--- config.mk ---
export PLATFORM = sky130hd
export DESIGN_NAME = tpc_queue
export DESIGN_NICKNAME = d
export VERILOG_FILES = /design/src/hdl/tpc_pkg.sv /design/src/hdl/tpc_queue.sv
export SDC_FILE = /design/constraint.sdc
export NUM_CORES = 1
export LEC_CHECK = 0
export ABC_AREA = 1
export BUFFER_PORTS_ARGS = -buffer_cell sky130_fd_sc_hd__buf_4
export CELL_PAD_IN_SITES_DETAIL_PLACEMENT = 2
export CELL_PAD_IN_SITES_GLOBAL_PLACEMENT = 2
export CORE_AREA = 2 2 388 390
export DETAILED_ROUTE_END_ITERATION = 10
export DIE_AREA = 0 0 390 392
export PLACE_DENSITY_LB_ADDON = 0.2
export SYNTH_ARGS = -nofsm -noshare
export SYNTH_HDL_FRONTEND = slang
export SYNTH_SLANG_ARGS = --single-unit
--- constraint.sdc ---
create_clock -name aclk -period 35.6 [get_ports aclk]
set_input_delay 3.56 -clock aclk [delete_from_list [all_inputs] [get_ports aclk]]
set_output_delay 3.56 -clock aclk [all_outputs]
set_load 0.005 [all_outputs]
--- src/hdl/tpc_pkg.sv ---
// Shared types, constants and helpers for the triangle plane clipper.
package tpc_pkg;

    localparam int COORD_W  = 32;
    localparam int TDATA_W  = 9 * COORD_W;
    localparam int PROD_W   = 2 * COORD_W;
    // plane value: three exact products plus the shifted offset
    localparam int PLANE_W  = PROD_W + 2;
    // divider datapath: denominator and shifted remainder
    localparam int DIV_W    = PLANE_W + 2;
    localparam int ALPHA_W  = 31;
    localparam int CNT_W    = 5;
    localparam int CFG_AW   = 3;
    localparam int QDEPTH   = 2;
    localparam int QPTR_W   = 1;

    // configuration register indexes
    localparam logic [CFG_AW-1:0] REG_NORMAL_X     = 3'd0;
    localparam logic [CFG_AW-1:0] REG_NORMAL_Y     = 3'd1;
    localparam logic [CFG_AW-1:0] REG_NORMAL_Z     = 3'd2;
    localparam logic [CFG_AW-1:0] REG_PLANE_OFFSET = 3'd3;

    localparam logic signed [COORD_W-1:0] NORMAL_Z_RESET = 32'sd65536;

    typedef logic signed [COORD_W-1:0] coord_t;
    typedef logic signed [PLANE_W-1:0] plane_t;

    // x in the lowest bits
    typedef struct packed {
        coord_t z;
        coord_t y;
        coord_t x;
    } vert_t;

    typedef vert_t [2:0] tri_t;

    // one classified triangle waiting for the back end
    typedef struct packed {
        tri_t         verts;
        plane_t [2:0] sval;
        logic [2:0]   outm;
    } job_t;

    // lowest set bit of a three-bit mask
    function automatic logic [1:0] first_set(input logic [2:0] m);
        logic [1:0] r;
        if (m[0]) begin
            r = 2'd0;
        end else if (m[1]) begin
            r = 2'd1;
        end else begin
            r = 2'd2;
        end
        return r;
    endfunction

    // highest set bit of a three-bit mask
    function automatic logic [1:0] last_set(input logic [2:0] m);
        logic [1:0] r;
        if (m[2]) begin
            r = 2'd2;
        end else if (m[1]) begin
            r = 2'd1;
        end else begin
            r = 2'd0;
        end
        return r;
    endfunction

endpackage

--- src/hdl/tpc_queue.sv ---
// Two-entry queue between front and back end.
module tpc_queue (
    input  logic           aclk,
    input  logic           aresetn,
    input  logic           push,
    input  tpc_pkg::job_t  push_job,
    output logic           full,
    output logic           pop_valid,
    input  logic           pop_ready,
    output tpc_pkg::job_t  pop_job
);
    import tpc_pkg::*;

    job_t               mem [QDEPTH];
    logic [QPTR_W-1:0]  wr_ptr_reg, rd_ptr_reg;
    logic [QPTR_W:0]    count_reg;
    logic               pop;

    assign full      = (count_reg == (QPTR_W+1)'(QDEPTH));
    assign pop_valid = (count_reg != '0);
    assign pop       = pop_valid && pop_ready;
    assign pop_job   = mem[rd_ptr_reg];

    // store entries
    always_ff @(posedge aclk) begin
        if (push) begin
            mem[wr_ptr_reg] <= push_job;
        end
    end

    // advance pointers
    always_ff @(posedge aclk) begin
        if (!aresetn) begin
            wr_ptr_reg <= '0;
            rd_ptr_reg <= '0;
            count_reg  <= '0;
        end else begin
            if (push) begin
                wr_ptr_reg <= wr_ptr_reg + 1'b1;
            end
            if (pop) begin
                rd_ptr_reg <= rd_ptr_reg + 1'b1;
            end
            if (push && !pop) begin
                count_reg <= count_reg + 1'b1;
            end else if (pop && !push) begin
                count_reg <= count_reg - 1'b1;
            end
        end
    end

endmodule

==> results.md <==
* Outcome: complete, no violations
* Worst Skew at 0.0272 ns
* Leak at 17.6 nW
* Adder-cell share of the synthesized area at 0.0352%
* Comb pwr share at 13.2%
* CTS tree: built
* Post-DP HPWL at 80600 µm
* Vias per cell at 4.06
* Post-synthesis sequential area ratio at 82.8%
* Number of fill cells at 15.0k
* Setup Viol. Count Final at 0
* DR pass1 iterations at 4
* Final worst-path cycle share at 25.3%
* Simple-gate share of the synthesized area at 0.211%
* Synth Area in Compound Gates at 0.0492%
* Mux cell area share after synthesis at 15.5%
* Clock insertion delay at the later pin of the skew report at 0.71 ns
* Drt wl/cell at 23.9 µm
* Initial Utilization at 23.9%
* # DRC at 0
* Metal2 WL at 58100 µm
* Min-Delay Path Class: reg2reg
* Vias at 18.9k
* Achievable Freq at 0.111 GHz
* Pwr Density at 58.0 nW/µm²
* Vias in the first global route at 21.4k
* Worst setup EP type: output port
* Uppermost layer routed: met5
* Clock power share at 38.5%
* Synth Area per Inst at 22.9 µm²
* Area contributors post-synth: edfxtp_1 83%, mux2_2 14%, buf_6 1.0%
* Main combinational cell family by area after synthesis: multiplexers
* Post-Syn Area at 35600 µm²
* Most frequent cells in the layout: 1001 x buf_4, 978 x edfxtp_1, 457 x mux2_2, 113 x clkbuf_16, 35 x clkinv_1
* GRT Residual Overflow at 0
* Wire length on met3 at 11000 µm
* CP max FO at 66
* Slew margin rel. at 20.3%
* VDD IR max at 39.1 µV
* Clk sinks at 983
* Crit Path Category: reg2out
* Net count after synthesis at 2051
* Synth top area share at 82.5%
* Setup TNS at 0 ns
* Ports at 984
* Sw Pwr at 0.659 mW
* DIE HEIGHT at 392 µm
* Root Buffer: clkbuf_16
* Area of the multi-input gates at 5620 µm²
* Post-Synth XOR/XNOR Area at 0%
* FF+latch area at 29500 µm²
* Post-CTS Setup Bufs at 0
* Synth warnings at 0
* Yosys reg bits at 983
* Die ar. at 153000 µm²
* Initial antenna violation count at 38
* H-tree levels at 3
* Post-CTS sizing at 0
* Reg power frac at 48.3%
* Clock buffer depth at 3
* Iter 0 DRT Violations at 772
* Number of max-cap violations at 0
* Pint at 2.16 mW
* Yosys top cell by area: edfxtp_1
* First-pass GRT wire length at 154000 µm
* WL met1 at 38000 µm
* Unrepaired setup endpoints after global routing: no
* Sw frac at 23.4%
* Slew Limit Fails at 0
* Crit path required time at 32.04 ns
* Core ar. at 149000 µm²
* Max FFs per register at 978
* Fraction of layout cells with a size suffix above 1 at 59.4%
* Crit start category: flop
* Nets@finish at 3112
* Largest net degree at the start of global routing at 145
* Cts hold-fix bufs at 0
* Chip Width at 390 µm
* GRT Util Overall at 14.1%
* Commonest non-fill, non-tap cell in the layout: buf_4
* Tot Pwr at 2.82 mW
* Cells after Synth at 1557
* DRT antenna net count at 0
* Routability congestion estimate from global placement at 0.771
* Library cells used by synthesis at 15
* Clock slew at reported path FFs at 0.06 ns
* Cell Rows at 142
* Worst Max-Slew Pin Slew at 1.19 ns
* Final hold vios at 0
* Minimum clock period at 9.01 ns
* Port Buffers at 983
* WL final at 112000 µm
* Syn-to-layout area delta at 36.5%
* Cts bufs inserted at 111
* Critical Path AT at 5.45 ns
==> per-stage QoR <==
step / instances / util, % / worst slack [ns] / cell area [µm²] / hold WS, ns
detailed placement: 4449 / 30.3 / 26.84 / 45100 / 0.495
CTS: 4654 / 32.6 / 26.32 / 48600 / 0.529
global placement: 4449 / 30.3 / 27.01 / 45100 / 0.493
global route: 4668 / 32.6 / 26.12 / 48600 / 0.536
floorplan: 1557 / - / 10.22 / 35600 / 0.467
finish: 4670 / 32.6 / 26.59 / 48600 / 0.524
==> power by group through the flow <==
stage	clock network [mW]	logic (mW)	registers, mW
after global routing	1.17	0.398	1.37
after detailed placement	0	0.381	1.39
after floorplan	0	0.162	1.41
after CTS	1.13	0.383	1.36
final	1.08	0.371	1.36
after global placement	0	0.375	1.38
==> routing by layer <==
layer	GRT usage, %	up-vias
met4	6.14	44
met5	0	-
met2	24.8	723
met1	14.2	9569
met3	6.46	212
li1	-	8389
==> critical path: stages, from the launching register on <==
cell     delay (ns)
dfxtp_4        0.75
buf_4          0.83
buf_4          0.82
buf_4          0.81
buf_4          0.73
mux2_2         0.43
buf_4          0.14
==> cell type report <==
type	count	share of cell area [%]
flip-flops and latches	983	60.7
inverters	8	0.0772
well taps	1944	5.01
diodes	16	0.0824
clock buffers	135	5.99
clock inverters	70	1.13
repair buffers	1002	15.5
multi-input cells	512	11.6
==> logic make-up (layout without fill, tap and decap cells) <==
kind of cell	Yosys count	after routing
AO/OA/AOI/OAI	3	3
buffers and inverters	62	1215
flip-flops	983	983
AND/OR/NAND/NOR	19	19
multiplexers	489	489
adder cells (fa/ha/maj)	1	1
other	0	16
==> worst paths after layout <==
path / from / end / slack [ns] / cells past startpoint
worst max-delay path: flop / pop_job[240] / 26.59 / 6
worst min register to register: rd_ptr_reg / flop / 0.52 / 2
worst min-delay path: rd_ptr_reg / flop / 0.52 / 2
worst max register to register: wr_ptr_reg / mem[0][396] / 30.39 / 5
==> cells in the mapped netlist <==
library cell / instances
edfxtp_1: 978
o21a_1: 1
dfxtp_1: 5
buf_6: 33
ha_1: 1
nand4_1: 1
a21oi_1: 1
nor2_1: 8
o21ai_0: 1
buf_2: 21
mux2_2: 457
inv_1: 8
nand3_1: 1
mux2_1: 32
nand2_1: 9
No activity file was read; power rests on OpenSTA's default activity.
